[src/hw/rtl/bearing_to_goal_angle_defines.svh]
// Assertion macros for the bearing-to-goal RTL.
// No dependencies; included by bearing_to_goal_angle.sv, which carries concurrent assertions.
`ifndef BEARING_TO_GOAL_ANGLE_DEFINES_SVH
`define BEARING_TO_GOAL_ANGLE_DEFINES_SVH

// Check that the consequent holds in the same cycle as the antecedent.
`define BTGA_ASSERT_SAME(lbl, clk, rst_n, ante, cons) \
    lbl: assert property (@(posedge clk) disable iff (!(rst_n)) (ante) |-> (cons)) \
        else $error("bearing_to_goal_angle: same-cycle check failed");

// Check that the consequent holds in the cycle after the antecedent.
`define BTGA_ASSERT_NEXT(lbl, clk, rst_n, ante, cons) \
    lbl: assert property (@(posedge clk) disable iff (!(rst_n)) (ante) |=> (cons)) \
        else $error("bearing_to_goal_angle: next-cycle check failed");

`endif

[src/hw/rtl/btga_pkg.sv]
// Package for the bearing-to-goal block: widths, angle constants, arctangent table.
// No dependencies; used by every module of the block by scoped names.
package btga_pkg;

    // Default configuration
    localparam int COORD_WIDTH_DEF   = 24;
    localparam int CORDIC_STAGES_DEF = 16;

    // Datapath widths
    localparam int VEC_W       = 63;  // normalized vector components, signed
    localparam int ANG_W       = 26;  // angle accumulator, 1/65536 degree, signed
    localparam int SHIFT_W     = 6;   // normalizing left-shift amount
    localparam int BEARING_W   = 16;
    localparam int NORM_MSB    = 58;  // larger magnitude lands in [2^58, 2^59)
    localparam int FRONT_STAGES = 5;

    // Angle constants
    localparam int HALF_TURN_ANG = 180 * 65536;
    localparam int ROUND_HALF    = 256;
    localparam int ROUND_SHIFT   = 9;
    localparam int BEARING_MIN   = -23040;
    localparam int BEARING_MAX   = 23039;

    // atan(2^-i) in degrees times 65536
    localparam int TABLE_LEN = 24;
    localparam logic signed [ANG_W-1:0] ATAN_TBL [TABLE_LEN] = '{
        26'sd2949120, 26'sd1740967, 26'sd919879, 26'sd466945,
        26'sd234379,  26'sd117304,  26'sd58666,  26'sd29335,
        26'sd14668,   26'sd7334,    26'sd3667,   26'sd1833,
        26'sd917,     26'sd458,     26'sd229,    26'sd115,
        26'sd57,      26'sd29,      26'sd14,     26'sd7,
        26'sd4,       26'sd2,       26'sd1,      26'sd0
    };

    // Vector and angle carried between CORDIC iterations
    typedef struct packed {
        logic signed [VEC_W-1:0] a;   // sine-like component
        logic signed [VEC_W-1:0] b;   // cosine-like component
        logic signed [ANG_W-1:0] z;   // accumulated angle
    } t_cordic;

endpackage

[src/hw/rtl/btga_cordic_stage.sv]
// One CORDIC vectoring iteration with its pipeline register.
// Depends on btga_pkg for the vector type and the arctangent table.
module btga_cordic_stage #(
    parameter int IDX = 0
) (
    input  logic              i_clk,
    input  logic              i_rst_n,
    input  logic              i_en,
    input  logic              i_valid,
    input  btga_pkg::t_cordic i_vec,
    output logic              o_valid,
    output btga_pkg::t_cordic o_vec
);

    logic                              r_v;
    btga_pkg::t_cordic                 r_vec;
    logic signed [btga_pkg::VEC_W-1:0] w_a, w_b, w_as, w_bs;
    logic signed [btga_pkg::ANG_W-1:0] w_z;
    btga_pkg::t_cordic                 n_vec;

    // Rotate toward the cosine axis by atan(2^-IDX)
    always_comb begin
        w_a  = i_vec.a;
        w_b  = i_vec.b;
        w_z  = i_vec.z;
        w_as = w_a >>> IDX;
        w_bs = w_b >>> IDX;
        if (!w_a[btga_pkg::VEC_W-1]) begin
            n_vec.b = w_b + w_as;
            n_vec.a = w_a - w_bs;
            n_vec.z = w_z + btga_pkg::ATAN_TBL[IDX];
        end else begin
            n_vec.b = w_b - w_as;
            n_vec.a = w_a + w_bs;
            n_vec.z = w_z - btga_pkg::ATAN_TBL[IDX];
        end
    end

    // Hold on stall, advance otherwise
    always_ff @(posedge i_clk) begin
        if (!i_rst_n) begin
            r_v <= 1'b0;
        end else if (i_en) begin
            r_v <= i_valid;
        end
    end

    always_ff @(posedge i_clk) begin
        if (i_en) r_vec <= n_vec;
    end

    assign o_valid = r_v;
    assign o_vec   = r_vec;

endmodule

[config.mk]
export PLATFORM = sky130hd
export DESIGN_NAME = btga_cordic_stage
export DESIGN_NICKNAME = d
export VERILOG_FILES = /design/src/hw/rtl/bearing_to_goal_angle_defines.svh /design/src/hw/rtl/btga_pkg.sv /design/src/hw/rtl/btga_cordic_stage.sv
export SDC_FILE = /design/constraint.sdc
export NUM_CORES = 1
export LEC_CHECK = 0
export BUFFER_PORTS_ARGS = -buffer_cell sky130_fd_sc_hd__buf_2
export CELL_PAD_IN_SITES_DETAIL_PLACEMENT = 1
export CELL_PAD_IN_SITES_GLOBAL_PLACEMENT = 2
export CORE_ASPECT_RATIO = 0.7
export CORE_UTILIZATION = 34
export CTS_CLUSTER_SIZE = 8
export DETAILED_ROUTE_END_ITERATION = 10
export PLACE_DENSITY_LB_ADDON = 0.08
export SYNTH_ARGS = -nofsm -noshare
export SYNTH_HDL_FRONTEND = slang
export SYNTH_SLANG_ARGS = --single-unit
[constraint.sdc]
create_clock -name i_clk -period 4.4 [get_ports i_clk]
set_input_delay 0.66 -clock i_clk [delete_from_list [all_inputs] [get_ports i_clk]]
set_output_delay 0.66 -clock i_clk [all_outputs]
set_load 0.05 [all_outputs]
Word-level counts from Yosys, hierarchy flattened
Cells that the tools add are included.
{"block": "word_totals", "output_inout_bits": 153, "ramBits": 0, "wordCells": 10, "latchBits": 0, "reg_bits": 153, "mem_bits_ro": 0, "input_bits": 156, "n_memories": 0}
{"block": "op_classes", "n_eq_ne": 0, "n_reduce_logical": 0, "n_div": 0, "bitwise": 0, "addsub": 5, "shifts": 0, "mul": 0, "n_mux": 1, "order_cmp": 0}
{"op": "$mux W152", "n": 1}
{"op": "$sub A63 B63 Y63", "n": 2}
{"op": "$add A63 B63 Y63", "n": 1}
{"op": "$add A26 B23 Y26 const B", "n": 1}
{"op": "$sub A26 B23 Y26 const B", "n": 1}

Longest topological paths before layout
{"block": "logic_depth", "ltp_word": 2, "depth_mapped": 14, "ltp_nobuf": 14}

Worst setup path before layout
Ideal clock, no wire load.
{"block": "synth_timing", "path_kind": "input to register", "start": "in i_vec[27] (netlist bit)", "end": "reg r_vec, in the netlist o_vec[83], data pin", "path_stages": 12, "setup_ns": 0.275, "required_time_ns": 4.125, "setup_slack_ns": 0.845, "path_buffers": 0, "t_arrival_ns": 3.280, "cell_sequence": "inv_1 -> ha_1 -> nor2b_1 -> o31a_1 -> o21ai_1 -> nand2_1 -> a2111oi_0 -> o211ai_1 -> a221oi_1 -> mux2_2 -> nand2_1 -> o221ai_1"}
{"element": "from (decl)", "line_no": "btga_cordic_stage.sv:10", "source": "input btga_pkg::t_cordic i_vec,"}
{"element": "to (signal assigned)", "line_no": "btga_cordic_stage.sv:49", "source": "if (i_en) r_vec <= n_vec;"}
{"element": "to (decl)", "line_no": "btga_cordic_stage.sv:16", "source": "btga_pkg::t_cordic r_vec;"}

==> flow_metrics.tcl <==
set metrics [dict create \
    clock_sink_count 152 \
    post-route-period-util_pct 91.8 \
    cp_data_required_time_ns 4.63 \
    floorplan.rows 68 \
    die_ht_um 189 \
    slew-limit-headroom_pct 32.1 \
    avgRoutedWirePerCell_um 25.8 \
    clock-root-buffer "sky130_fd_sc_hd__clkbuf_16" \
    setup_crit_start_kind "input port" \
    syn_area_per_cell_sq_um 8.07 \
    dp_hpwl_mm 68.6 \
    crit_top_cell "sky130_fd_sc_hd__buf_4" \
    grt_overflow 0 \
    asyncSetResetFlopFracSynth_pct 0 \
    dpl_worst_slack_ns -0.0608 \
    synth.cell_area_sq_um 17000 \
    synth_top_area_share_pct 26.6 \
    layout-drive-gt1-share_pct 21.0 \
    crit_path_end_kind "flip-flop" \
    full_die_area_sq_um 51000 \
    cts.reportedPaths.clkPinSlew_ns 0.08 \
    final_nets 2856 \
    gp_congestion 0.998 \
    synthTopCellsByCount "295 x sky130_fd_sc_hd__a21oi_1, 194 x sky130_fd_sc_hd__ha_1, 191 x sky130_fd_sc_hd__inv_1" \
    p_per_area_nw_per_um2 342 \
    synth-seq-area-share_pct 26.7 \
    yosysTopAreaCell "sky130_fd_sc_hd__edfxtp_1" \
    routed_via_density 5.85 \
    final-max-slew-violation-count 0 \
    drt_first_pass_iters 5 \
    drv.max_cap_violation_count 0 \
    fin_worst_skew_ns 0 \
    min_period_ns 4.04 \
    cts_hold_buffers 0 \
    worst-setup-path-type "input port to flip-flop" \
    clock_insertion_delay_worst_skew_ns 0.48 \
    cts_setup_buffers 0 \
    yosys.cell_count.top_type "sky130_fd_sc_hd__a21oi_1" \
    critical-path-slowest-cell "sky130_fd_sc_hd__o311ai_0" \
    maximum_number_of_pins_on_one_net_before_global_route_repair 184 \
    cp_slowest_stage_delay_ns 0.72 \
    cts_made_buffers 17 \
    worst-slew-pin-transition_ns 1.02 \
    n_fill_cell 6043 \
    syn_inst 2113 \
    via_count_of_the_first_global_routing_pass 18000 \
    yosys_warnings 0 \
    synth_seq_cells 152 \
    yosys.cell_types.count 83 \
    critPathMaxFanout 4 \
    clockBufferDepth 2 \
    ctsHtreeMaxLevel 4 \
    cts_repair_resize_count 0 \
    synth_top_flop_cell "sky130_fd_sc_hd__edfxtp_1" \
    chipWidth_um 270 \
    setup_viol 0 \
    final.hold.worst_slack_ns 0.350 \
    routed_wl_mm 82.1 \
    clock.fmax_mhz 248 \
    first_pass_grt_wire_length_mm 120 \
    post-route-worst-setup-slack_ns 0.361 \
    cp.arrival_ns 4.27 \
    top_level_ports 309 \
    numPortBuffers 308 \
    mappedNetlistNets 2467 \
    hold_viol_final 0 \
    rsz0062_at_grt "no" \
    detail-route-antenna-nets 0 \
    peakVddDrop_v 0.000266 \
    initial_utilization_pct 34.5 \
    drc 0 \
    yosys-top-cells-area "sky130_fd_sc_hd__edfxtp_1 27%, sky130_fd_sc_hd__ha_1 14%, sky130_fd_sc_hd__a21oi_1 8.7%" \
    outcome "completed" \
    critical_path.cell_chain "buf_2 > inv_1 > ha_1 > nor2b_1 > o2111ai_1 > nand3_1 > o311ai_0 > buf_4 > a21oi_1 > a211o_1 > a21bo_2 > o21ai_0 > buf_4 > xnor2_1" \
    coreArea_sq_um 49300 \
    tritoncts_clock_tree "built" \
    grt_usage_pct 31.5 \
    power.leakage_uw 0.00916 \
    min_path_type "input port to flip-flop" \
    drtIter0Drc 2064 \
    antenna-diode-count 0 \
    num_vias 18600 \
    area_growth_syn_to_layout_pct 22.2 \
    number_of_antenna_violations_at_the_first_check_in_global_routing 1 \
    synth_enable_flop_cells 151 \
]
## final timing paths
kind | start | to | slack (ns) | depth (start not counted)
max reg2reg | o_valid | o_valid | 3.81 | 2
min reg2reg | o_valid | o_valid | 0.52 | 2
min | i_vec[7] | o_vec[7] | 0.35 | 1
max | i_vec[27] | o_vec[130] | 0.36 | 14
## layout make-up
| type | instances | area (sq um) | share of cell area [%] |
|---|---|---|---|
| Tap cell | 665 | 832 | 3.99 |
| Timing Repair Buffer | 463 | 2760 | 13.2 |
| Sequential cell | 152 | 4550 | 21.9 |
| Inverter | 200 | 751 | 3.60 |
| Clock buffer | 18 | 429 | 2.06 |
| Clock inverter | 14 | 156 | 0.751 |
| Multi-Input combinational cell | 1668 | 11400 | 54.5 |
## critical path, delay by kind of cell
family | cells | cell delay, ns
AO/OA/AOI/OAI | 6 | 2.09
buffers and inverters | 4 | 0.72
AND/OR/NAND/NOR | 2 | 0.39
adder cells (fa/ha/maj) | 1 | 0.35
XOR/XNOR | 1 | 0.05
## kinds of logic (layout without fill, tap and decap cells)
| family | after synthesis | count (layout) | synth area share [%] |
|---|---|---|---|
| AND/OR/NAND/NOR | 527 | 527 | 14.8 |
| XOR/XNOR | 128 | 128 | 6.58 |
| buffers and inverters | 293 | 695 | 6.68 |
| flip-flops | 152 | 152 | 26.7 |
| adder cells (fa/ha/maj) | 198 | 198 | 14.7 |
| AO/OA/AOI/OAI | 785 | 785 | 28.7 |
| multiplexers | 30 | 30 | 1.79 |
## flip-flops by register name (all words and copies together) (netlist names)
signal / cells
o_valid: 1
o_vec: 151
## per-stage QoR
step	cell area, sq um	TNS (ns)	utilization (%)	total power (uW)	instances
finish	20800	0	42.2	7130	3180
global route	20800	0	42.2	7400	3180
CTS	20800	0	42.2	7100	3180
detailed placement	20200	-0.0892	41.0	5530	3148
global placement	20200	0	41.0	5500	3148
floorplan	17000	0	-	4230	2113
## power by group
part	total (uW)	switching, uW	internal (uW)
logic	3580	2540	1040
clock network	1560	797	759
registers	1990	85.6	1910
total	7130	3420	3700
## cell usage in the layout, fill, tap and decap left out, types with 7 or more instances in the layout
master,instances
sky130_fd_sc_hd__a211oi_1,26
sky130_fd_sc_hd__a21o_1,41
sky130_fd_sc_hd__a21oi_1,295
sky130_fd_sc_hd__a221oi_1,10
sky130_fd_sc_hd__a31oi_1,18
sky130_fd_sc_hd__and2_1,7
sky130_fd_sc_hd__buf_2,306
sky130_fd_sc_hd__buf_4,152
sky130_fd_sc_hd__clkbuf_16,17
sky130_fd_sc_hd__clkinv_1,7
sky130_fd_sc_hd__edfxtp_1,151
sky130_fd_sc_hd__ha_1,194
sky130_fd_sc_hd__inv_1,191
sky130_fd_sc_hd__mux2i_1,26
sky130_fd_sc_hd__nand2_1,118
sky130_fd_sc_hd__nand2b_1,20
sky130_fd_sc_hd__nand3_1,28
sky130_fd_sc_hd__nand4_1,50
sky130_fd_sc_hd__nor2_1,179
sky130_fd_sc_hd__nor2b_1,21
sky130_fd_sc_hd__nor3_1,36
sky130_fd_sc_hd__nor4_1,24
sky130_fd_sc_hd__o211ai_1,21
sky130_fd_sc_hd__o21a_1,23
sky130_fd_sc_hd__o21ai_0,162
sky130_fd_sc_hd__o21bai_1,55
sky130_fd_sc_hd__o221ai_1,8
sky130_fd_sc_hd__o311ai_0,9
sky130_fd_sc_hd__o31a_1,9
sky130_fd_sc_hd__o31ai_1,30
sky130_fd_sc_hd__or2_2,9
sky130_fd_sc_hd__or3_1,8
sky130_fd_sc_hd__xnor2_1,115
sky130_fd_sc_hd__xor2_1,13
## routing by layer
metal | share of wire (%) | track usage (%)
met2 | 39 | 42.4
met4 | 1.4 | 5.90
met3 | 8.5 | 5.73
met1 | 52 | 50.6
met5 | 0 | 0
Note: power is estimated with default switching activity, not from simulation.
