===== src/hw/rtl/bearing_to_goal_angle_defines.svh =====
// Assertion macros for the bearing-to-goal RTL.
// No dependencies; included by bearing_to_goal_angle.sv, which carries concurrent assertions.
`ifndef BEARING_TO_GOAL_ANGLE_DEFINES_SVH
`define BEARING_TO_GOAL_ANGLE_DEFINES_SVH

// Check that the consequent holds in the same cycle as the antecedent.
`define BTGA_ASSERT_SAME(lbl, clk, rst_n, ante, cons) \
    lbl: assert property (@(posedge clk) disable iff (!(rst_n)) (ante) |-> (cons)) \
        else $error("bearing_to_goal_angle: same-cycle check failed");

// Check that the consequent holds in the cycle after the antecedent.
`define BTGA_ASSERT_NEXT(lbl, clk, rst_n, ante, cons) \
    lbl: assert property (@(posedge clk) disable iff (!(rst_n)) (ante) |=> (cons)) \
        else $error("bearing_to_goal_angle: next-cycle check failed");

`endif


===== src/hw/rtl/btga_pkg.sv =====
// Package for the bearing-to-goal block: widths, angle constants, arctangent table.
// No dependencies; used by every module of the block by scoped names.
package btga_pkg;

    // Default configuration
    localparam int COORD_WIDTH_DEF   = 24;
    localparam int CORDIC_STAGES_DEF = 16;

    // Datapath widths
    localparam int VEC_W       = 63;  // normalized vector components, signed
    localparam int ANG_W       = 26;  // angle accumulator, 1/65536 degree, signed
    localparam int SHIFT_W     = 6;   // normalizing left-shift amount
    localparam int BEARING_W   = 16;
    localparam int NORM_MSB    = 58;  // larger magnitude lands in [2^58, 2^59)
    localparam int FRONT_STAGES = 5;

    // Angle constants
    localparam int HALF_TURN_ANG = 180 * 65536;
    localparam int ROUND_HALF    = 256;
    localparam int ROUND_SHIFT   = 9;
    localparam int BEARING_MIN   = -23040;
    localparam int BEARING_MAX   = 23039;

    // atan(2^-i) in degrees times 65536
    localparam int TABLE_LEN = 24;
    localparam logic signed [ANG_W-1:0] ATAN_TBL [TABLE_LEN] = '{
        26'sd2949120, 26'sd1740967, 26'sd919879, 26'sd466945,
        26'sd234379,  26'sd117304,  26'sd58666,  26'sd29335,
        26'sd14668,   26'sd7334,    26'sd3667,   26'sd1833,
        26'sd917,     26'sd458,     26'sd229,    26'sd115,
        26'sd57,      26'sd29,      26'sd14,     26'sd7,
        26'sd4,       26'sd2,       26'sd1,      26'sd0
    };

    // Vector and angle carried between CORDIC iterations
    typedef struct packed {
        logic signed [VEC_W-1:0] a;   // sine-like component
        logic signed [VEC_W-1:0] b;   // cosine-like component
        logic signed [ANG_W-1:0] z;   // accumulated angle
    } t_cordic;

endpackage


===== src/hw/rtl/btga_front.sv =====
// Front end: input register, coordinate deltas, half-plane turn, leading-one
// search and normalizing shift. Depends on btga_pkg.
module btga_front #(
    parameter int COORD_WIDTH = btga_pkg::COORD_WIDTH_DEF
) (
    input  logic                                  i_clk,
    input  logic                                  i_rst_n,
    input  logic                                  i_valid,
    input  logic [btga_pkg::FRONT_STAGES-1:0]     i_en,
    input  logic signed [COORD_WIDTH-1:0]         i_goal_x,
    input  logic signed [COORD_WIDTH-1:0]         i_goal_y,
    input  logic signed [COORD_WIDTH-1:0]         i_robot_x,
    input  logic signed [COORD_WIDTH-1:0]         i_robot_y,
    output logic [btga_pkg::FRONT_STAGES-1:0]     o_valid,
    output btga_pkg::t_cordic                     o_vec
);

    localparam int DW    = COORD_WIDTH + 1;
    localparam int MSB_W = $clog2(COORD_WIDTH);

    logic [btga_pkg::FRONT_STAGES-1:0] r_v;

    logic signed [COORD_WIDTH-1:0] r_gx0, r_gy0, r_rx0, r_ry0;
    logic signed [DW-1:0]          r_dx1, r_dy1;
    logic signed [DW-1:0]          r_a2, r_b2, r_a3, r_b3;
    logic signed [btga_pkg::ANG_W-1:0] r_z2, r_z3;
    logic [COORD_WIDTH-1:0]        r_m2;
    logic [btga_pkg::SHIFT_W-1:0]  r_k3;
    btga_pkg::t_cordic             r_vec4;

    logic                          n_nonzero;
    logic signed [DW-1:0]          n_a, n_b;
    logic signed [btga_pkg::ANG_W-1:0] n_z;
    logic [DW-1:0]                 n_a_abs, n_b_abs;
    logic [COORD_WIDTH-1:0]        n_m;
    logic [MSB_W-1:0]              n_msb;
    logic [btga_pkg::SHIFT_W-1:0]  n_k;
    logic signed [btga_pkg::VEC_W-1:0] n_a_ext, n_b_ext;

    // Valid bits advance with their stages; drop transactions with equal positions
    always_ff @(posedge i_clk) begin
        if (!i_rst_n) begin
            r_v <= '0;
        end else begin
            if (i_en[0]) r_v[0] <= i_valid;
            if (i_en[1]) r_v[1] <= r_v[0];
            if (i_en[2]) r_v[2] <= r_v[1] && n_nonzero;
            if (i_en[3]) r_v[3] <= r_v[2];
            if (i_en[4]) r_v[4] <= r_v[3];
        end
    end

    // Stage 0: capture coordinates
    always_ff @(posedge i_clk) begin
        if (i_en[0]) begin
            r_gx0 <= i_goal_x;
            r_gy0 <= i_goal_y;
            r_rx0 <= i_robot_x;
            r_ry0 <= i_robot_y;
        end
    end

    // Stage 1: form the deltas
    always_ff @(posedge i_clk) begin
        if (i_en[1]) begin
            r_dx1 <= DW'(r_gx0) - DW'(r_rx0);
            r_dy1 <= DW'(r_gy0) - DW'(r_ry0);
        end
    end

    // Stage 2: turn the lower half-plane by a half turn, pick the larger magnitude
    always_comb begin
        n_nonzero = (r_dx1 != '0) || (r_dy1 != '0);
        n_a = -r_dx1;
        n_b = r_dy1;
        n_z = '0;
        if (r_dy1 < 0) begin
            n_z = (n_a > 0) ? btga_pkg::ANG_W'(btga_pkg::HALF_TURN_ANG)
                            : -btga_pkg::ANG_W'(btga_pkg::HALF_TURN_ANG);
            n_a = -n_a;
            n_b = -n_b;
        end
        n_a_abs = n_a[DW-1] ? DW'(-n_a) : DW'(n_a);
        n_b_abs = n_b[DW-1] ? DW'(-n_b) : DW'(n_b);
        n_m = (n_a_abs > n_b_abs) ? n_a_abs[COORD_WIDTH-1:0] : n_b_abs[COORD_WIDTH-1:0];
    end

    always_ff @(posedge i_clk) begin
        if (i_en[2]) begin
            r_a2 <= n_a;
            r_b2 <= n_b;
            r_z2 <= n_z;
            r_m2 <= n_m;
        end
    end

    // Stage 3: find the leading one and derive the left-shift amount
    always_comb begin
        n_msb = '0;
        for (int j = 0; j < COORD_WIDTH; j++) begin
            if (r_m2[j]) n_msb = MSB_W'(j);
        end
        n_k = btga_pkg::SHIFT_W'(btga_pkg::NORM_MSB - int'(n_msb));
    end

    always_ff @(posedge i_clk) begin
        if (i_en[3]) begin
            r_a3 <= r_a2;
            r_b3 <= r_b2;
            r_z3 <= r_z2;
            r_k3 <= n_k;
        end
    end

    // Stage 4: normalize both components
    always_comb begin
        n_a_ext = btga_pkg::VEC_W'(r_a3);
        n_b_ext = btga_pkg::VEC_W'(r_b3);
    end

    always_ff @(posedge i_clk) begin
        if (i_en[4]) begin
            r_vec4.a <= n_a_ext <<< r_k3;
            r_vec4.b <= n_b_ext <<< r_k3;
            r_vec4.z <= r_z3;
        end
    end

    assign o_valid = r_v;
    assign o_vec   = r_vec4;

endmodule


===== config.mk =====
export PLATFORM = sky130hd
export DESIGN_NAME = btga_front
export DESIGN_NICKNAME = d
export VERILOG_FILES = /design/src/hw/rtl/bearing_to_goal_angle_defines.svh /design/src/hw/rtl/btga_pkg.sv /design/src/hw/rtl/btga_front.sv
export SDC_FILE = /design/constraint.sdc
export NUM_CORES = 1
export LEC_CHECK = 0
export BUFFER_PORTS_ARGS = -buffer_cell sky130_fd_sc_hd__buf_2
export CORE_UTILIZATION = 35
export DETAILED_ROUTE_END_ITERATION = 6
export PLACE_DENSITY_LB_ADDON = 0.12
export SYNTH_ARGS = -nofsm -noshare
export SYNTH_HDL_FRONTEND = slang
export SYNTH_SLANG_ARGS = --single-unit

===== constraint.sdc =====
create_clock -name i_clk -period 17.92 [get_ports i_clk]
set_input_delay 0.896 -clock i_clk [delete_from_list [all_inputs] [get_ports i_clk]]
set_output_delay 0.896 -clock i_clk [all_outputs]
set_load 0.02 [all_outputs]

Word-level counts from Yosys, hierarchy flattened. Index checks and enable logic that the tools add are counted.

Output and inout bits: 157. Input port bits: 104. Flip-flop bits (word level): 485.

Shift operators: 2. Reduce and logical (&&, ||, !) cells: 4. Muxes and demuxes: 29. Add/sub/neg operators: 8. Magnitude comparators: 3.

Operators by type and width (number): $sshl 25x6->63 (2); $neg 25->25 (5); $mux 5 (22); $mux 25 (4); $reduce_bool 25->1 (2); $sub 24x24->25 (2); $mux 26 (1); $gt 25x1->1 const B (1); $gt 25x25->1 (1); $lt 25x1->1 const B (1); $mux 24 (1); $sub 6x5->6 const A (1); $logic_and 1x1->1 (1); $logic_or 1x1->1 (1); $mux 1 (1).

Longest topological paths before layout. Gate-level depths: netlist of the first run.

Depth in word-level cells: 24. Depth in mapped cells: 28.

Least setup slack after synthesis of the first run. Ideal clock, no wire load.

Path kind: register to register. From: reg r_dx1[0]. To: reg r_m2[10], data pin. Required time: 17641 ps. Period minus slack after synthesis: 6318 ps. Slack: 11602 ps. Cell stages (with the launch flop): 28. Arrival: 6040 ps. Library setup time: 279 ps. Cells stage by stage: edfxtp_1 > buf_2 > inv_1 > ha_1 > buf_2 > or4b_4 > nor3b_2 > mux2_2 > a221oi_1 > nand2_1 > o31a_1 > xnor2_1 > clkbuf_1 > mux2_2 > xor2_1 > inv_1 > ha_1 > nor2b_1 > o21a_1 > o21a_1 > o21a_1 > o21a_1 > o2111ai_1 > a211oi_1 > o21ai_0 > a31oi_1 > clkbuf_1 > mux2i_1.

Word-level cells in the longest chain between the ends: 7.

Ends and longest elaborated chain: start, declared (line btga_front.sv:24) `logic signed [DW-1:0] r_dx1, r_dy1;`; start signal, assigned (line btga_front.sv:66) `r_dx1 <= DW'(r_gx0) - DW'(r_rx0);`; $neg 25->25 (*) (line btga_front.sv:74) `n_a = -r_dx1;`; $neg 25->25 (line btga_front.sv:80) `n_a = -n_a;`; $mux 25 (*) (line btga_front.sv:77) `if (r_dy1 < 0) begin`; $neg 25->25 (line btga_front.sv:83) `n_a_abs = n_a[DW-1] ? DW'(-n_a) : DW'(n_a);`; $mux 25 (*) (line btga_front.sv:83); $gt 25x25->1 (line btga_front.sv:85) `n_m = (n_a_abs > n_b_abs) ? n_a_abs[COORD_WIDTH-1:0] : n_b_abs[COORD_WIDTH-1:0];`; $mux 24 (*) (line btga_front.sv:85); named net n_m[10] (line btga_front.sv:35) `logic [COORD_WIDTH-1:0] n_m;`; end signal, assigned (line btga_front.sv:93) `r_m2 <= n_m;`; end, declared (line btga_front.sv:27) `logic [COORD_WIDTH-1:0] r_m2;`.

Mark *: on every way through the listed nets, which the timed path passes. The rest lies on a longest branch. A chain may end at the register's enable or synchronous reset.

Worst setup path after layout of the first run.
From: reg r_dx1[0]. To: reg r_m2[14], data pin.

Same word-level chain as after synthesis.

==> impl_metrics.env, run 1 <==
export IMPL_status="finished clean"
export IMPL_syn_instance_count=2079
export IMPL_skew_ns=0.0119
export IMPL_synth_edf_count=410
export IMPL_yosysWarnings=0
export IMPL_synth_top_area_share_pct=53.3
export IMPL_routed_wl_um=56500
export IMPL_io_pin_count=261
export IMPL_cp_slowest_cell="xnor2_1"
export IMPL_port_buffers=242
export IMPL_core_area_um2=64800
export IMPL_fmax_ghz=0.133
export IMPL_power_density_nw_per_um2=146
export IMPL_drive_gt1_share_pct=17.5
export IMPL_finalCritPeriodShare_pct=42.0
export IMPL_viasPerCell=5.13
export IMPL_route_detailed_drc=0
export IMPL_period_minus_slack_ns=7.54
export IMPL_synthMuxAreaShare_pct=6.73
export IMPL_p_leak_nw=10.4
export IMPL_synth_ff_type="edfxtp_1"
export IMPL_multi_input_area_um2=9720
export IMPL_cp_start_kind="flop"
export IMPL_cpMostUsedCell="o21a_1"
export IMPL_post_place_ws_ns=10.48
export IMPL_num_antenna_cells=0
export IMPL_final_seq_area_um2=12400
export IMPL_antenna_found_initial=0
export IMPL_synth_compound_area_share_pct=13.6
export IMPL_fin_tns_setup_ns=0
export IMPL_avgRoutedWirePerCell_um=17.8
export IMPL_finalNetCount=2463
export IMPL_final_common_cell="edfxtp_1"
export IMPL_critPathArrivalTime_ns=7.87
export IMPL_clock_path_buffers=3
export IMPL_synthTopCellsByArea="edfxtp_1 53%, ha_1 4.2%, a21oi_1 3.9%"
export IMPL_reg2reg_depth=23
export IMPL_clock_sinks=415
export IMPL_grt_pass1_wl_um=87900
export IMPL_drtPass1Iterations=5
export IMPL_n_fill_cell=6254
export IMPL_irDropWorstVdd_mv=0.0654
export IMPL_grt_pass1_vias=15700
export IMPL_worstPathRequired_ns=18.25
export IMPL_dieArea_um2=67100
export IMPL_synth_xor_area_share_pct=4.81
export IMPL_root_buffer="clkbuf_16"
export IMPL_h_tree_depth=2
export IMPL_globalplace_congestion=0.884
export IMPL_ctsResizeCount=0
export IMPL_slew_headroom_pct=28.6
export IMPL_die_y_um=259
export IMPL_synth_async_sr_flop_share_pct=0
export IMPL_cts_tree="done"
export IMPL_synth_cell_types=82
export IMPL_rsz0062_at_grt="false"
export IMPL_hpwl_um=42300
export IMPL_syn_avg_cell_area_um2=11.1
export IMPL_syn_area_um2=23100
export IMPL_synthSimpleGateAreaFrac_pct=12.2
export IMPL_synth_top_family_by_area="compound AO/OA/AOI/OAI gates"
export IMPL_area_growth_pct=15.0
export IMPL_criticalPathCategory="reg2reg"
export IMPL_ys_ff_latch=415
export IMPL_cpPeakStageDelay_ns=0.68
export IMPL_grt_use_total_pct=16.6
export IMPL_cts_hold_buf=0
export IMPL_setup_viol=0
export IMPL_grt_start_max_net_pins=120
export IMPL_ant_nets=0
export IMPL_yosysTopAreaCell="edfxtp_1"
export IMPL_cap_violations=0
export IMPL_dieWidth_um=259
export IMPL_rows=93
export IMPL_insertion_delay_ns=0.59
export IMPL_worst_slack_ns=10.38
export IMPL_synth_adder_area_share_pct=4.40
export IMPL_grt_overflow=0
export IMPL_crit_path_end_kind="flop"
export IMPL_final_cell_mix="410 x edfxtp_1, 239 x buf_2, 220 x nor2_1"
export IMPL_crit_fanout=20
export IMPL_hold_ws_ns=0.416
export IMPL_whs_path_depth=0
export IMPL_cts_buffers=49
export IMPL_yosysSeqAreaShare_pct=53.7
export IMPL_start_util_pct=35.7
export IMPL_clk_pin_slew_ns=0.06
export IMPL_path_cells="inv_1, ha_1, or4b_4, nor3b_2, mux2_2, a221oi_1, nand2_1, o31a_1, xnor2_1, inv_1, mux2i_1, xnor2_1, ha_1, o21a_1, o21a_1, o21a_1, o21a_1, o2111ai_1, a211oi_1, o21ai_0, a31oi_2, buf_4, mux2_2"
export IMPL_drtIter0Drc=884
export IMPL_finalHoldViolCount=0
export IMPL_cts_setup_buffers=0
export IMPL_worst_pin_slew_ns=1.07
export IMPL_hold_path_class="reg2reg"
export IMPL_maxSlewViolCount=0
export IMPL_vias=16300
## metrics by stage
step	instances	power [mW]	utilization [%]	cell area (µm²)
6_report	3173	3.87	41.0	26600
5_1_grt	3173	4.12	41.0	26600
4_1_cts	3173	3.92	41.0	26600
3_5_place_dp	3083	2.93	38.6	25000
3_3_place_gp	3083	2.92	38.6	25000
2_1_floorplan	2096	2.49	-	23200
## routing by layer
metal  share of wire [%]  vias to the layer above  global-route usage, %
met5                   0                        -                      0
met4                 3.2                        0                   5.97
met3                 4.3                       88                   2.27
met2                  48                      392                   28.1
met1                  45                     7731                   21.5
li1                    -                     8075                      -
## worst max-delay path, delay by kind of cell, from the launching register on
kind / cells / cell delay [ns]
simple gates: 3 / 1.02
xor+xnor: 2 / 0.80
mux: 3 / 1.11
fa+ha+maj: 2 / 0.68
flops: 1 / 0.53
buf+inv: 3 / 1.10
compound gates: 10 / 2.03
## cells by family after synthesis
family,count (synthesis)
other,2
flip-flops,415
adder cells (fa/ha/maj),80
multiplexers,122
AO/OA/AOI/OAI,493
buffers and inverters,253
AND/OR/NAND/NOR,587
XOR/XNOR,127
## sequential cells by signal (all words and copies together) (netlist names), 25 cells and up
| register | cells |
|---|---|
| o_vec | 129 |
| r_b3 | 25 |
| r_a2 | 25 |
| r_dx1 | 25 |
| r_a3 | 25 |
| r_dy1 | 25 |
| r_b2 | 25 |
## power breakdown
group          internal (mW)  leakage (nW)  switching [mW]  total (mW)
Sequential              1.31          4.09           0.101        1.41
Clock                  0.574         0.753           0.395       0.969
Combinational          0.556          5.52           0.934        1.49
## path summary, 6_finish.rpt
path / startpoint / to / slack (ns)
min reg2reg: r_b2[17] / r_b3[17] / 0.42
min: r_b2[17] / r_b3[17] / 0.42
max reg2reg: r_dx1[0] / r_m2[14] / 10.38
max: r_dx1[0] / r_m2[14] / 10.38
## cell type report
type	count	share of cell area [%]
inverters	124	1.75
multi-input cells	1428	36.6
clock inverters	29	0.899
flip-flops and latches	415	46.7
well taps	855	4.02
clock buffers	61	4.94
repair buffers	261	5.12
## synthesized netlist by cell type, types with 19 or more instances
library cell  number
a211oi_1          25
a21o_1            26
a21oi_1          180
a31oi_1           29
and2_1            19
buf_1             21
buf_4             23
clkbuf_1          77
edfxtp_1         410
ha_1              78
inv_1            121
mux2i_1           82
mux4_2            25
nand2_1          141
nor2_1           220
nor2b_1           34
nor3_1            42
o21ai_0           64
o22ai_1           41
xnor2_1           95
xor2_1            32
(Power assumes the default switching activity.)
==> run 2, diff against run 1 <==
- clock period: 17.92 -> 6 ns (I/O delays scaled with it)
==> impl_metrics.env, run 2 (synthesized netlist as in run 1, its figures left out) <==
export IMPL_fmax_ghz=0.178
export IMPL_largest_reg_flops=129
export IMPL_final_cell_mix="410 x edfxtp_1, 239 x buf_2, 220 x nor2_1"
export IMPL_drive_gt1_share_pct=18.8
export IMPL_num_antenna_cells=0
export IMPL_antenna_found_initial=0
export IMPL_grt_use_total_pct=16.8
export IMPL_viasPerCell=4.98
export IMPL_path_delay_family="compound AO/OA/AOI/OAI gates"
export IMPL_reg2reg_depth=24
export IMPL_grt_pass1_vias=16300
export IMPL_core_area_um2=64800
export IMPL_hold_path_class="in2reg"
export IMPL_clk_pin_slew_ns=0.06
export IMPL_worst_pin_slew_ns=1.06
export IMPL_hpwl_um=42800
export IMPL_status="finished clean"
export IMPL_io_pin_count=261
export IMPL_whs_path_depth=1
export IMPL_die_y_um=259
export IMPL_root_buffer="clkbuf_16"
export IMPL_crit_path_end_kind="flop"
export IMPL_cts_tree="done"
export IMPL_grt_overflow=0
export IMPL_cts_buffers=47
export IMPL_finalPower_mw=11.7
export IMPL_drtPass1Iterations=4
export IMPL_finalNetCount=2600
export IMPL_cpPeakStageDelay_ns=0.50
export IMPL_p_leak_nw=11.0
export IMPL_port_buffers=242
export IMPL_cp_slowest_cell="or4b_4"
export IMPL_cpMostUsedCell="o21a_1"
export IMPL_final_common_cell="edfxtp_1"
export IMPL_fin_area_um2=28000
export IMPL_path_cells="inv_1, ha_1, or4b_4, nor3b_4, mux2_4, a221oi_2, nand2_1, o31a_1, xnor2_2, mux2_2, xor2_2, inv_1, ha_1, nor2b_1, o21a_1, o21a_1, o21a_1, o21a_1, o2111ai_1, a211oi_1, o21ai_1, a31oi_4, buf_4, mux2i_1"
export IMPL_clock_sinks=415
export IMPL_ant_nets=0
export IMPL_skew_ns=0.0194
export IMPL_hold_ws_ns=0.150
export IMPL_setup_viol=0
export IMPL_cp_start_kind="flop"
export IMPL_dp_cells=3121
export IMPL_clock_path_buffers=3
export IMPL_fin_tns_setup_ns=0
export IMPL_finalHoldViolCount=0
export IMPL_area_growth_pct=21.0
export IMPL_grt_start_max_net_pins=119
export IMPL_vias=16500
export IMPL_routed_wl_um=57400
export IMPL_dieArea_um2=67100
export IMPL_power_density_nw_per_um2=418
export IMPL_slew_headroom_pct=29.5
export IMPL_placed_area_um2=25300
export IMPL_path_buf_inv=3
export IMPL_cp_depth=24
export IMPL_avgRoutedWirePerCell_um=17.3
export IMPL_final_cell_count_no_fill=3309
export IMPL_finalCritPeriodShare_pct=93.5
export IMPL_route_detailed_drc=0
export IMPL_rows=93
export IMPL_dieWidth_um=259
export IMPL_period_minus_slack_ns=5.61
export IMPL_globalplace_congestion=0.900
export IMPL_drtIter0Drc=777
export IMPL_worstPathRequired_ns=6.32
export IMPL_irDropWorstVdd_mv=0.229
export IMPL_start_util_pct=35.7
export IMPL_criticalPathCategory="reg2reg"
export IMPL_insertion_delay_ns=0.59
export IMPL_grt_pass1_wl_um=89600
export IMPL_cap_violations=0
export IMPL_maxSlewViolCount=0
export IMPL_h_tree_depth=2
export IMPL_crit_fanout=7
export IMPL_critPathArrivalTime_ns=5.93
[run 2: changes by cell type in the layout (fill, tap and decap cells not counted), sizes merged]
cell	previous run	this run
dlygate4sd3	0	100
buf	261	300
clkbuf	61	58
bufinv	4	3
clkinvlp	2	3
[run 2: final cells by class]
class | instances | area (µm²)
multi-input combinational | 1428 | 9820
fill | 6216 | 36900
clock buffer | 58 | 1280
inverter | 124 | 465
timing repair buffer | 400 | 2680
tap | 855 | 1070
sequential | 415 | 12400
clock inverter | 29 | 241
[run 2: layer usage]
layer  global-route usage [%]  share of wire (%)  vias up
li1                         -                  -     8340
met1                     21.4                 45     7722
met2                     28.9                 48      328
met3                     2.59                3.7       90
met4                     6.03                3.3        0
met5                        0                  0        -
[run 2: path summary, 6_finish.rpt]
path,start,endpoint,slack (ns)
worst max-delay path,r_dx1[0],r_m2[23],0.39
worst min-delay path,i_en[0],r_gy0[13],0.15
worst max register to register,r_dx1[0],r_m2[23],0.39
worst min register to register,r_b2[14],r_b3[14],0.41
[run 2: worst register-to-register path: cells and delay by family, from the launching register on]
family	cells	cell delay (ns)
compound gates	10	1.95
fa+ha+maj	2	0.49
mux	3	0.85
flops	1	0.38
xor+xnor	2	0.31
simple gates	4	0.98
buf+inv	3	0.39
[run 2: where the power goes]
part	total (mW)	switching, mW	internal [mW]
Sequential	4.21	0.294	3.92
Combinational	4.65	2.86	1.79
Clock	2.82	1.17	1.65
[run 2: through the flow]
stage | setup WS (ns) | util [%]
after global routing | -0.00387 | 43.1
after CTS | 0.0530 | 43.0
final | 0.389 | 43.1
after floorplan | 0.0681 | -
after global placement | -0.202 | 39.1
after detailed placement | -0.236 | 39.1
[run 2: timing repair]
| item | CTS | global route |
|---|---|---|
| buffers inserted | 0 | 1 |
| hold buffers | 100 | 0 |
| hold endpoints to repair | 110 | 0 |
| resized for setup | 2 | 17 |
| endpoints found under the setup margin | 23 | 23 |
| pin swaps | 0 | 4 |
| cloned | 0 | 0 |
