<file path="config.mk">
export PLATFORM = sky130hd
export DESIGN_NAME = btga_out
export DESIGN_NICKNAME = d
export VERILOG_FILES = /design/src/hw/rtl/bearing_to_goal_angle_defines.svh /design/src/hw/rtl/btga_pkg.sv /design/src/hw/rtl/btga_out.sv
export SDC_FILE = /design/constraint.sdc
export NUM_CORES = 1
export LEC_CHECK = 0
export ABC_AREA = 1
export BUFFER_PORTS_ARGS = -buffer_cell sky130_fd_sc_hd__buf_4
export CAP_MARGIN = 20
export CORE_ASPECT_RATIO = 0.7
export CORE_MARGIN = 2
export CORE_UTILIZATION = 30
export CTS_BUF_LIST = sky130_fd_sc_hd__clkbuf_4 sky130_fd_sc_hd__clkbuf_8
export DETAILED_ROUTE_END_ITERATION = 8
export PLACE_DENSITY_LB_ADDON = 0.1
export RECOVER_POWER = 50
export SLEW_MARGIN = 20
export SYNTH_ARGS = -nofsm -noshare
export SYNTH_HDL_FRONTEND = slang
export SYNTH_SLANG_ARGS = --single-unit
</file>
<file path="constraint.sdc">
create_clock -name i_clk -period 5.7 [get_ports i_clk]
set_clock_uncertainty 0.1 [all_clocks]
set_input_delay 0.855 -clock i_clk [delete_from_list [all_inputs] [get_ports i_clk]]
set_output_delay 0.855 -clock i_clk [all_outputs]
set_load 0.02 [all_outputs]
</file>
<file path="src/hw/rtl/bearing_to_goal_angle_defines.svh">
// Assertion macros for the bearing-to-goal RTL.
// No dependencies; included by bearing_to_goal_angle.sv, which carries concurrent assertions.
`ifndef BEARING_TO_GOAL_ANGLE_DEFINES_SVH
`define BEARING_TO_GOAL_ANGLE_DEFINES_SVH

// Check that the consequent holds in the same cycle as the antecedent.
`define BTGA_ASSERT_SAME(lbl, clk, rst_n, ante, cons) \
    lbl: assert property (@(posedge clk) disable iff (!(rst_n)) (ante) |-> (cons)) \
        else $error("bearing_to_goal_angle: same-cycle check failed");

// Check that the consequent holds in the cycle after the antecedent.
`define BTGA_ASSERT_NEXT(lbl, clk, rst_n, ante, cons) \
    lbl: assert property (@(posedge clk) disable iff (!(rst_n)) (ante) |=> (cons)) \
        else $error("bearing_to_goal_angle: next-cycle check failed");

`endif

</file>
<file path="src/hw/rtl/btga_pkg.sv">
// Package for the bearing-to-goal block: widths, angle constants, arctangent table.
// No dependencies; used by every module of the block by scoped names.
package btga_pkg;

    // Default configuration
    localparam int COORD_WIDTH_DEF   = 24;
    localparam int CORDIC_STAGES_DEF = 16;

    // Datapath widths
    localparam int VEC_W       = 63;  // normalized vector components, signed
    localparam int ANG_W       = 26;  // angle accumulator, 1/65536 degree, signed
    localparam int SHIFT_W     = 6;   // normalizing left-shift amount
    localparam int BEARING_W   = 16;
    localparam int NORM_MSB    = 58;  // larger magnitude lands in [2^58, 2^59)
    localparam int FRONT_STAGES = 5;

    // Angle constants
    localparam int HALF_TURN_ANG = 180 * 65536;
    localparam int ROUND_HALF    = 256;
    localparam int ROUND_SHIFT   = 9;
    localparam int BEARING_MIN   = -23040;
    localparam int BEARING_MAX   = 23039;

    // atan(2^-i) in degrees times 65536
    localparam int TABLE_LEN = 24;
    localparam logic signed [ANG_W-1:0] ATAN_TBL [TABLE_LEN] = '{
        26'sd2949120, 26'sd1740967, 26'sd919879, 26'sd466945,
        26'sd234379,  26'sd117304,  26'sd58666,  26'sd29335,
        26'sd14668,   26'sd7334,    26'sd3667,   26'sd1833,
        26'sd917,     26'sd458,     26'sd229,    26'sd115,
        26'sd57,      26'sd29,      26'sd14,     26'sd7,
        26'sd4,       26'sd2,       26'sd1,      26'sd0
    };

    // Vector and angle carried between CORDIC iterations
    typedef struct packed {
        logic signed [VEC_W-1:0] a;   // sine-like component
        logic signed [VEC_W-1:0] b;   // cosine-like component
        logic signed [ANG_W-1:0] z;   // accumulated angle
    } t_cordic;

endpackage

</file>
<file path="src/hw/rtl/btga_out.sv">
// Output stage: round the angle to 1/128 degree, saturate, hold the result.
// Depends on btga_pkg.
module btga_out (
    input  logic                                 i_clk,
    input  logic                                 i_rst_n,
    input  logic                                 i_en,
    input  logic                                 i_valid,
    input  logic signed [btga_pkg::ANG_W-1:0]    i_z,
    output logic                                 o_valid,
    output logic signed [btga_pkg::BEARING_W-1:0] o_bearing
);

    localparam int RES_W = btga_pkg::ANG_W + 1 - btga_pkg::ROUND_SHIFT;

    logic                                  r_v;
    logic signed [btga_pkg::BEARING_W-1:0] r_bearing;
    logic signed [btga_pkg::ANG_W:0]       w_sum;
    logic signed [RES_W-1:0]               w_res;
    logic signed [btga_pkg::BEARING_W-1:0] n_bearing;

    // Round half up, then clamp to the half-open range
    always_comb begin
        w_sum = (btga_pkg::ANG_W + 1)'(i_z) + (btga_pkg::ANG_W + 1)'(btga_pkg::ROUND_HALF);
        w_res = $signed(w_sum[btga_pkg::ANG_W:btga_pkg::ROUND_SHIFT]);
        if (w_res > RES_W'(btga_pkg::BEARING_MAX)) begin
            n_bearing = btga_pkg::BEARING_W'(btga_pkg::BEARING_MAX);
        end else if (w_res < RES_W'(btga_pkg::BEARING_MIN)) begin
            n_bearing = btga_pkg::BEARING_W'(btga_pkg::BEARING_MIN);
        end else begin
            n_bearing = w_res[btga_pkg::BEARING_W-1:0];
        end
    end

    always_ff @(posedge i_clk) begin
        if (!i_rst_n) begin
            r_v <= 1'b0;
        end else if (i_en) begin
            r_v <= i_valid;
        end
    end

    always_ff @(posedge i_clk) begin
        if (i_en) r_bearing <= n_bearing;
    end

    assign o_valid   = r_v;
    assign o_bearing = r_bearing;

endmodule

</file>
-- Word level (Yosys, flattened, before mapping)
Cells that the tools add are included.
- bits in registers: 17
- bits of input ports: 30
- output and inout bits: 17
- logic and storage cells: 6
- add/subtract/negate cells: 1
- order comparisons: 2
- muxes and demuxes: 1
- operator list (cell ; count):
    $add A26 B10 Y27 const B ; 1
    $gt A18 B16 Y1 const B ; 1
    $lt A18 B16 Y1 const B ; 1
    $mux W16 ; 1

-- Longest topological paths before layout
Gate-level depths: netlist of the first run.
- depth in word-level cells: 3
- depth in mapped cells: 15

-- Worst setup path before layout of the first run
OpenSTA, ideal clock, no wires.
- path type: input -> register
- start: input i_z[8] (netlist bit)
- end: register r_bearing, in the netlist o_bearing[0] (data pin)
- setup time: 0.254 ns
- arrival: 2.102 ns
- path slack: 3.244 ns
- stages on the path: 15
- buffers on the path: 1
- path through: ha_1 > nand2_1 > nor2_2 > nand3_1 > nand2_1 > nand2_1 > nor2_1 > nand2_1 > nand2_1 > nand2_1 > nand2_1 > nand2_2 > buf_6 > nand2_1 > nand2_1
- longest elaborated chain between the ends: 3
- elaborated cells on any way between the ends: 4
- classes of those cells: 1 x add/sub; 2 x order compare; 1 x mux
- ends and longest elaborated chain (what ; line ; text):
    from (decl) ; btga_out.sv:8 ; input logic signed [btga_pkg::ANG_W-1:0] i_z,
    $add A26 B10 Y27 (*) ; btga_out.sv:23 ; w_sum = (btga_pkg::ANG_W + 1)'(i_z) + (btga_pkg::ANG_W + 1)'(btga_pkg::ROUND_HALF);
    $lt A18 B16 Y1 ; btga_out.sv:27 ; end else if (w_res < RES_W'(btga_pkg::BEARING_MIN)) begin
    $mux W16 ; btga_out.sv:27 ;
    to (signal assigned) ; btga_out.sv:43 ; if (i_en) r_bearing <= n_bearing;
    to (decl) ; btga_out.sv:16 ; logic signed [btga_pkg::BEARING_W-1:0] r_bearing;
Mark *: on every way between the ends. The rest lies on a longest branch, timed or not.
A chain may end at the register's enable or synchronous reset.

-- Final worst setup path of the first run
- start: input i_z[8] (netlist bit)
- end: register r_bearing, in the netlist o_bearing[5] (data pin)
Same word-level chain as after synthesis.

==> results of run 1 <==
## cell usage after synthesis (all sizes together)
cell | number | area (sq um)
nand4 | 9 | 56.3
xnor2 | 4 | 35.0
nor3 | 1 | 5.00
o21ai | 1 | 5.00
nor2 | 14 | 82.6
dfxtp | 1 | 20.0
nand2 | 64 | 255
ha | 1 | 12.5
a21oi | 5 | 36.3
buf | 2 | 22.5
edfxtp | 16 | 480
xor2 | 9 | 78.8
inv | 17 | 63.8
nand3 | 8 | 50.1
## cells in the final DEF (no fill, tap or decap)
cell / synthesis / layout
a21oi_4: 1 / 1
nand3_2: 2 / 2
nand2_2: 6 / 6
edfxtp_1: 16 / 16
nand2_1: 58 / 58
xor2_1: 9 / 9
o21ai_0: 1 / 1
nor2_1: 6 / 6
clkbuf_1: 0 / 9
a21oi_1: 4 / 4
ha_1: 1 / 1
nor2_4: 2 / 2
clkbuf_8: 0 / 3
xnor2_1: 4 / 4
inv_2: 1 / 1
clkinv_2: 0 / 1
nand4_1: 9 / 9
nor3_1: 1 / 1
buf_4: 0 / 29
inv_1: 16 / 16
nand3_1: 6 / 6
nor2_2: 6 / 6
dfxtp_1: 1 / 1
## final timing paths
kind	depth (start not counted)	from	endpoint	slack [ns]
setup / recovery	15	i_z[8]	o_bearing[5]$_SDFFCE_PN1P_	3.14
hold / removal	2	o_valid$_SDFFE_PN0P_	o_valid$_SDFFE_PN0P_	0.45
setup reg to reg	2	o_valid$_SDFFE_PN0P_	o_valid$_SDFFE_PN0P_	4.94
hold reg to reg	2	o_valid$_SDFFE_PN0P_	o_valid$_SDFFE_PN0P_	0.45
## cells by family after synthesis
group | share of synthesized area, %
simple gates | 37.3
xor+xnor | 9.46
flops | 41.6
compound gates | 3.43
buf+inv | 7.17
fa+ha+maj | 1.04
## registers in the layout (all words and copies together) (netlist names)
| name | count |
|---|---|
| o_valid | 1 |
| o_bearing | 16 |
## power breakdown
| part | total, mW | internal (mW) | switching [mW] |
|---|---|---|---|
| Combinational | 0.0816 | 0.0310 | 0.0505 |
| Clock | 0.0853 | 0.0483 | 0.0369 |
| Sequential | 0.154 | 0.151 | 0.00314 |
| Total | 0.321 | 0.230 | 0.0906 |
## layer usage
layer / routed length (um) / vias to the layer above
met2: 1190 / 24
met1: 1190 / 478
li1: - / 571
met5: 0 / -
met4: 0 / 0
met3: 176 / 0
## critical path: stages
cell	delay [ns]
buf_4	0.09
ha_1	0.21
nand2_1	0.08
nor2_2	0.24
nand3_1	0.15
nand2_1	0.08
nand2_1	0.08
nor2_1	0.11
nand2_1	0.06
nand2_1	0.05
nand2_1	0.04
nand2_1	0.07
nand2_2	0.16
nand2_1	0.13
nand2_2	0.05
## per-stage QoR
step	hold WS, ns	std cells	area (sq um)
2_1_floorplan	0.506	152	1200
3_3_place_gp	0.421	240	1530
3_5_place_dp	0.440	240	1530
4_1_cts	0.448	244	1580
5_1_grt	0.486	244	1540
6_report	0.446	244	1540
## area by class of cell
class | count | share of cell area, %
clock buffers | 3 | 2.67
clock inverters | 1 | 0.324
inverters | 17 | 4.13
multi-input cells | 116 | 40.0
flip-flops and latches | 17 | 32.4
well taps | 52 | 4.21
repair buffers | 38 | 16.3
==> impl_metrics.csv, run 1 <==
group,metric,value,unit
status,status,"complete, no violations",
synth,yosysSeqAreaShare,41.6,%
global_route,grt_use_total,12.0,%
route,viasPerCell,4.40,
route,drtPass1Iterations,4,
global_route,use_met2,19.6,%
synth,synth_warnings,0,
die,dieArea,4540,sq um
power,vdd_drop_max,0.000124,V
cells_and_area,drive_gt1_share,26.6,%
global_route,grt_pass1_vias,967,
cells_and_area,multi_input_area,617,sq um
clocking,cts_tree,"built",
timing,worst_slew_pin_slew,0.884,ns
cells_and_area,synthToLayoutAreaGrowth,28.3,%
global_route,grt_max_degree,19,
setup_path,arrival,2.46,ns
global_route,gr-max-usage-layer,"met2",
place,numPortBuffers,38,
place,pre_cts_slack,2.88,ns
die,core_area,3870,sq um
synth,ys_seq_elements,17,
cells_and_area,fin_nets,224,
clocking,numCtsBuffers,3,
route,via_count,1073,
timing,finalSetupViolCount,0,
timing,drv_slew,0,
job,maxCapViolations,0,
setup_path,crit_type,"primary input to register",
worst_hold_path,hp-class,"register to register",
power,p_leak,0.717,nW
clocking,ctsHoldBuffers,0,
global_route,grt_pass1_wl,4.30,mm
setup_path,critPathRequiredTime,5.60,ns
route,drc_errors,0,
clocking,clk_pin_slew,0.06,ns
global_route,overflow,0,
timing,tns,0,ns
die,rows,19,
global_route,use_met1,16.3,%
synth,avgSynthCellArea,7.92,sq um
power,pwr_density_cell,208,nW/um^2
synth,synth.net_count,183,
die,pin_count,47,
cells_and_area,num_antenna_cells,0,
global_route,antenna_found_initial,0,
clocking,cts-root-buf,"clkbuf_8",
timing,fmaxAchievable,391,MHz
place,gp_congestion,0.859,
cells_and_area,final_util,39.8,%
cells_and_area,final-seq-area,500,sq um
clocking,cts_buffer_depth,2,
power,finalPower,0.321,mW
die,fp.dieH,57.0,um
synth,syn_inst,152,
route,avgRoutedWirePerCell,10.5,um
timing,hold_viol_final,0,
setup_path,path_max_fanout,15,
place,dpl.hpwl,2.18,mm
timing,slew_headroom,41.1,%
cells_and_area,fillers,438,
timing,fin_ws,3.14,ns
route,ant_nets,0,
synth,synthDistinctLibCells,20,
setup_path,end_kind,"register",
timing,rsz0062_at_grt,"no",
clocking,clk_latency,0.24,ns
timing,period_share,44.9,%
clocking,clkSinkCount,17,
route,wl,2.55,mm
die,die_w,79.7,um
clocking,post_cts_buffers,0,
route,drt_iter0_drc,34,
die,start_util,31.1,%
synth,netlist_area,1200,sq um
timing,period_needed,2.56,ns
global_route,met3_usage,4.11,%
clocking,cts_resized,0,
clocking,htreeDepth,1,
setup_path,crit_path_start_kind,"primary input",
Note: power is estimated with default switching activity, not from simulation.
==> inputs of run 2 (changes only) <==
- clock period: 5.7 -> 2.1 ns (I/O delays scaled with it)
==> run 2 against run 1 <==
Against the previous run:
- setup slack worse by 2.9 ns
- sequential power grew to 2.7 times the previous value
- combinational power grew to 2.9 times the previous value
- design area is 4.7% higher
- critical endpoint unchanged
==> impl_metrics.csv, run 2 (synthesized netlist as in run 1, its figures left out) <==
group,metric,value,unit
global_route,grt_pass1_wl,4.57,mm
setup_path,critPathRequiredTime,2.00,ns
global_route,use_met1,17.5,%
timing,worst_slew_pin_slew,0.891,ns
global_route,overflow,0,
clocking,numCtsBuffers,3,
cells_and_area,stdcell_area,1620,sq um
timing,hold_viol_final,0,
place,pre_cts_slack,-0.148,ns
power,vdd_drop_max,0.000378,V
die,dieArea,4540,sq um
global_route,grt_max_degree,19,
setup_path,rrSetupSlack,1.34,ns
timing,finalSetupViolCount,0,
global_route,grt_use_total,12.7,%
timing,fin_ws,0.237,ns
route,wl,2.61,mm
route,via_count,1090,
timing,period_needed,1.86,ns
global_route,grt_pass1_vias,1056,
clocking,cts_tree,"built",
timing,fmaxAchievable,537,MHz
cells_and_area,layout_common_cells,"nand2_1 (58), buf_4 (37), inv_1 (16), edfxtp_1 (16)",
cells_and_area,synthToLayoutAreaGrowth,34.3,%
route,drtPass1Iterations,4,
setup_path,crit_type,"primary input to register",
die,pin_count,47,
setup_path,r2r_cells,2,
global_route,antenna_found_initial,0,
setup_path,path_max_fanout,15,
cells_and_area,instances_no_fill,252,
job,maxCapViolations,0,
cells_and_area,drive_gt1_share,29.5,%
clocking,clk_latency,0.24,ns
die,die_w,79.7,um
cells_and_area,fin_nets,232,
worst_hold_path,hold_path.startpoint,"i_valid",
global_route,gr-max-usage-layer,"met2",
clocking,cts_buffer_depth,2,
route,ant_nets,0,
setup_path,end_kind,"register",
cells_and_area,largest_reg_flops,16,
global_route,use_met2,20.8,%
status,status,"complete, no violations",
clocking,post_cts_buffers,0,
setup_path,rr_endpoint,"o_valid$_SDFFE_PN0P_",
setup_path,arrival,1.77,ns
clocking,clkSinkCount,17,
route,drc_errors,0,
route,drt_iter0_drc,32,
place,place_inst,248,
worst_hold_path,worstHoldPathCells,3,
setup_path,timing.rr.start,"o_valid$_SDFFE_PN0P_",
clocking,clk_pin_slew,0.06,ns
die,start_util,31.1,%
worst_hold_path,hp-class,"primary input to register",
die,fp.dieH,57.0,um
global_route,met3_usage,3.64,%
place,dpl.hpwl,2.22,mm
setup_path,crit_path_start_kind,"primary input",
clocking,cts-root-buf,"clkbuf_8",
route,viasPerCell,4.33,
timing,rsz0062_at_grt,"no",
cells_and_area,mostFrequentLayoutCell,"nand2_1",
timing,slew_headroom,40.6,%
place,gp_congestion,0.856,
worst_hold_path,min_to,"o_valid$_SDFFE_PN0P_",
place,placed_cell_area,1590,sq um
timing,period_share,88.7,%
power,pwr_density_cell,546,nW/um^2
clocking,htreeDepth,1,
route,avgRoutedWirePerCell,10.3,um
power,p_leak,0.759,nW
cells_and_area,num_antenna_cells,0,
place,numPortBuffers,38,
die,core_area,3870,sq um
timing,drv_slew,0,
die,rows,19,
[run 2: changes by cell type in the layout (fill, tap and decap cells not counted)]
cell	previous run	this run
buf_4	29	37
nor2_2	6	5
nand2_2	6	5
nand2_4	0	1
nor2_4	2	3
inv_2	1	0
inv_4	0	1
[run 2: worst max path at each step]
| stage | startpoint | to | slack [ns] | cells after the start |
|---|---|---|---|---|
| 4_1_cts | i_z[8] | o_bearing[13]$_SDFFCE_PN0P_ | 0.12 | 14 |
| 2_1_floorplan | i_z[8] | o_bearing[0]$_SDFFCE_PN1P_ | 0.18 | 15 |
| 3_5_place_dp | i_z[8] | o_bearing[5]$_SDFFCE_PN1P_ | -0.15 | 15 |
| 6_report | i_z[8] | o_bearing[5]$_SDFFCE_PN1P_ | 0.24 | 15 |
| 5_1_grt | i_z[8] | o_bearing[14]$_SDFFCE_PN1P_ | 0.03 | 15 |
| 3_3_place_gp | i_z[8] | o_bearing[13]$_SDFFCE_PN0P_ | -0.12 | 14 |
[run 2: worst max-delay path, cell delays in order]
cell and delay [ns]:
buf_4 0.12, ha_1 0.23, nand2_1 0.12, nor2_4 0.06, buf_4 0.13, nand4_1 0.08
nand2_1 0.09, nor2_1 0.10, nand2_1 0.06, nand2_1 0.05, nand2_1 0.04, nand2_1 0.09
nand2_4 0.12, nand2_1 0.10, nand2_2 0.05
[run 2: metrics by stage]
| stage | setup TNS (ns) | util (%) | hold WS [ns] | power, mW |
|---|---|---|---|---|
| after floorplan | 0 | - | 0.308 | 0.556 |
| after global placement | -1.59 | 41.1 | 0.421 | 0.670 |
| after detailed placement | -1.94 | 41.1 | 0.446 | 0.673 |
| after CTS | 0 | 42.3 | 0.199 | 0.910 |
| after global routing | 0 | 41.7 | 0.206 | 0.937 |
| final | 0 | 41.7 | 0.205 | 0.883 |
[run 2: report_power, final]
group / total, mW / switching [mW] / internal (mW)
Clock: 0.232 / 0.100 / 0.131
Sequential: 0.418 / 0.00816 / 0.410
Combinational: 0.233 / 0.141 / 0.0924
Total: 0.883 / 0.250 / 0.633
[run 2: repair_timing]
action,4_1_cts,5_1_grt
setup endpoints to repair,0,15
hold buffers,0,0
resized for setup,0,3
[run 2: cell type report]
cell class / count / area, sq um
clock buffers: 3 / 41.3
inverters: 17 / 66.3
multi-input cells: 116 / 627
fillers: 419 / 2260
flip-flops and latches: 17 / 500
repair buffers: 46 / 312
well taps: 52 / 65.1
clock inverters: 1 / 5.00
[run 2: routing by layer]
| metal | share of wire [%] | vias up |
|---|---|---|
| li1 | - | 589 |
| met1 | 49 | 481 |
| met2 | 46 | 20 |
| met3 | 4.8 | 0 |
| met4 | 0 | 0 |
| met5 | 0 | - |
==> inputs of run 3 (changes only) <==
- clock period: 2.1 -> 1.83 ns (I/O delays scaled with it)
==> run 3 against run 2 <==
Against the previous run:
- critical path depth decreased by 4
- clock power increased by 24%
- worst hold slack got worse by 0.036 ns
- combinational power increased by 48%
- power increased by 26%
- die area unchanged
- global-route usage increased by 0.58 points
- sequential share of layout area decreased by 5.0 points
- critical endpoint is now o_bearing[6]$_SDFFCE_PN1P_
- largest cell class unchanged
- largest power group unchanged
- highest routed layer is now met4
==> impl_metrics.csv, run 3 (synthesized netlist as in run 1, its figures left out) <==
group,metric,value,unit
status,status,"complete, no violations",
global_route,overflow,0,
route,drt_iter0_drc,42,
route,drc_errors,0,
power,p_leak,0.908,nW
global_route,antenna_found_initial,0,
power,p_sw,0.318,mW
die,start_util,31.1,%
route,via_count,1151,
route,viasPerCell,4.20,
place,numPortBuffers,38,
clocking,numCtsBuffers,3,
timing,rsz0062_at_grt,"yes",
setup_path,crit_type,"primary input to register",
clocking,cts_tree,"built",
timing,slew_headroom,39.2,%
setup_path,critPathRequiredTime,1.85,ns
place,pre_cts_slack,-0.271,ns
place,dpl.hpwl,2.36,mm
die,fp.dieH,57.0,um
cells_and_area,final_util,49.7,%
power,pwr_density_cell,577,nW/um^2
setup_path,arrival,1.75,ns
cells_and_area,drive_gt1_share,51.8,%
cells_and_area,fillers,381,
die,die_w,79.7,um
clocking,clk_latency,0.24,ns
global_route,grt_pass1_wl,4.72,mm
clocking,cts_buffer_depth,2,
cells_and_area,fin_nets,254,
power,p_int,0.793,mW
die,core_area,3870,sq um
clocking,cts-root-buf,"clkbuf_8",
cells_and_area,mostFrequentLayoutCell,"buf_4",
timing,finalSetupViolCount,0,
setup_path,crit_path_start_kind,"primary input",
die,pin_count,47,
timing,fin_hold_ws,0.169,ns
setup_path,path_max_fanout,6,
timing,worst_slew_pin_slew,0.912,ns
global_route,grt_pass1_vias,1012,
clocking,clkSinkCount,17,
cells_and_area,largest_reg_flops,16,
timing,drv_slew,0,
place,place_inst,265,
power,vdd_drop_max,0.000312,V
clocking,htreeDepth,1,
job,maxCapViolations,0,
power,p_comb_share,30.9,%
cells_and_area,final-seq-area,500,sq um
cells_and_area,instances_no_fill,274,
route,wl,2.92,mm
power,power.share.clock,25.9,%
timing,hold_viol_final,0,
timing,fin_ws,0.0988,ns
setup_path,end_kind,"register",
global_route,grt_use_total,13.3,%
place,gp_congestion,0.823,
global_route,grt_max_degree,19,
route,drtPass1Iterations,4,
power,seq_power_share,43.2,%
route,ant_nets,0,
cells_and_area,layout_common_cells,"buf_4 (62), nand2_1 (40), nand2_2 (21)",
cells_and_area,multi_input_area,738,sq um
die,rows,19,
die,dieArea,4540,sq um
timing,period_needed,1.73,ns
cells_and_area,num_antenna_cells,0,
timing,period_share,94.6,%
worst_hold_path,hp-class,"primary input to register",
clocking,clk_pin_slew,0.06,ns
clocking,ctsHoldBuffers,0,
power,switching_share,28.6,%
timing,fmaxAchievable,578,MHz
route,avgRoutedWirePerCell,10.7,um
cells_and_area,synthToLayoutAreaGrowth,60.1,%
## run 3: final cells by class
type                    instances  share of cell area [%]
inverters                      17                    3.57
repair inverters                1                   0.325
well taps                      52                    3.38
multi-input cells             117                    38.3
clock buffers                   4                    2.53
flip-flops and latches         17                    26.0
repair buffers                 66                    25.9
## run 3: worst paths after layout
kind / startpoint / depth (start not counted) / to / slack [ns]
setup reg to reg: o_valid$_SDFFE_PN0P_ / 2 / o_valid$_SDFFE_PN0P_ / 1.06
hold / removal: i_valid / 3 / o_valid$_SDFFE_PN0P_ / 0.17
setup / recovery: i_z[9] / 11 / o_bearing[6]$_SDFFCE_PN1P_ / 0.1
hold reg to reg: o_valid$_SDFFE_PN0P_ / 2 / o_valid$_SDFFE_PN0P_ / 0.45
## run 3: layer usage
layer | vias to the layer above | wire length, um | track usage (%)
met1 | 490 | 1510 | 20.8
met5 | - | 0 | 0
li1 | 635 | - | -
met3 | 2 | 115 | 1.58
met2 | 24 | 1280 | 19.1
met4 | 0 | 21 | 4.43
## run 3: worst max-delay path, cell delays in order
cell      delay, ns
buf_8          0.08
ha_4           0.15
nand3_2        0.09
nor2_4         0.12
nand4_1        0.16
xor2_1         0.20
nand2_1        0.09
nand2_2        0.07
a21oi_4        0.27
clkinv_4       0.15
nand2_4        0.09
## run 3: stage by stage
step | power (mW) | setup TNS, ns | instance area [sq um]
CTS | 1.09 | 0 | 1790
finish | 1.11 | 0 | 1930
global route | 1.17 | -0.282 | 1930
global placement | 0.795 | -3.16 | 1740
floorplan | 0.641 | 0 | 1220
detailed placement | 0.801 | -3.85 | 1740
## run 3: what timing repair did
item                                    CTS  global route
endpoints found under the setup margin    2            15
pin swaps                                 0            20
cloned                                    0             2
resized for setup                         1            37
buffers inserted                          0             3
## run 3: power groups by stage
stage | Combinational [mW] | Sequential (mW) | Clock [mW]
after detailed placement | 0.313 | 0.489 | 0
after global placement | 0.309 | 0.486 | 0
after global routing | 0.375 | 0.484 | 0.312
after CTS | 0.315 | 0.480 | 0.296
final | 0.344 | 0.480 | 0.288
after floorplan | 0.103 | 0.537 | 0
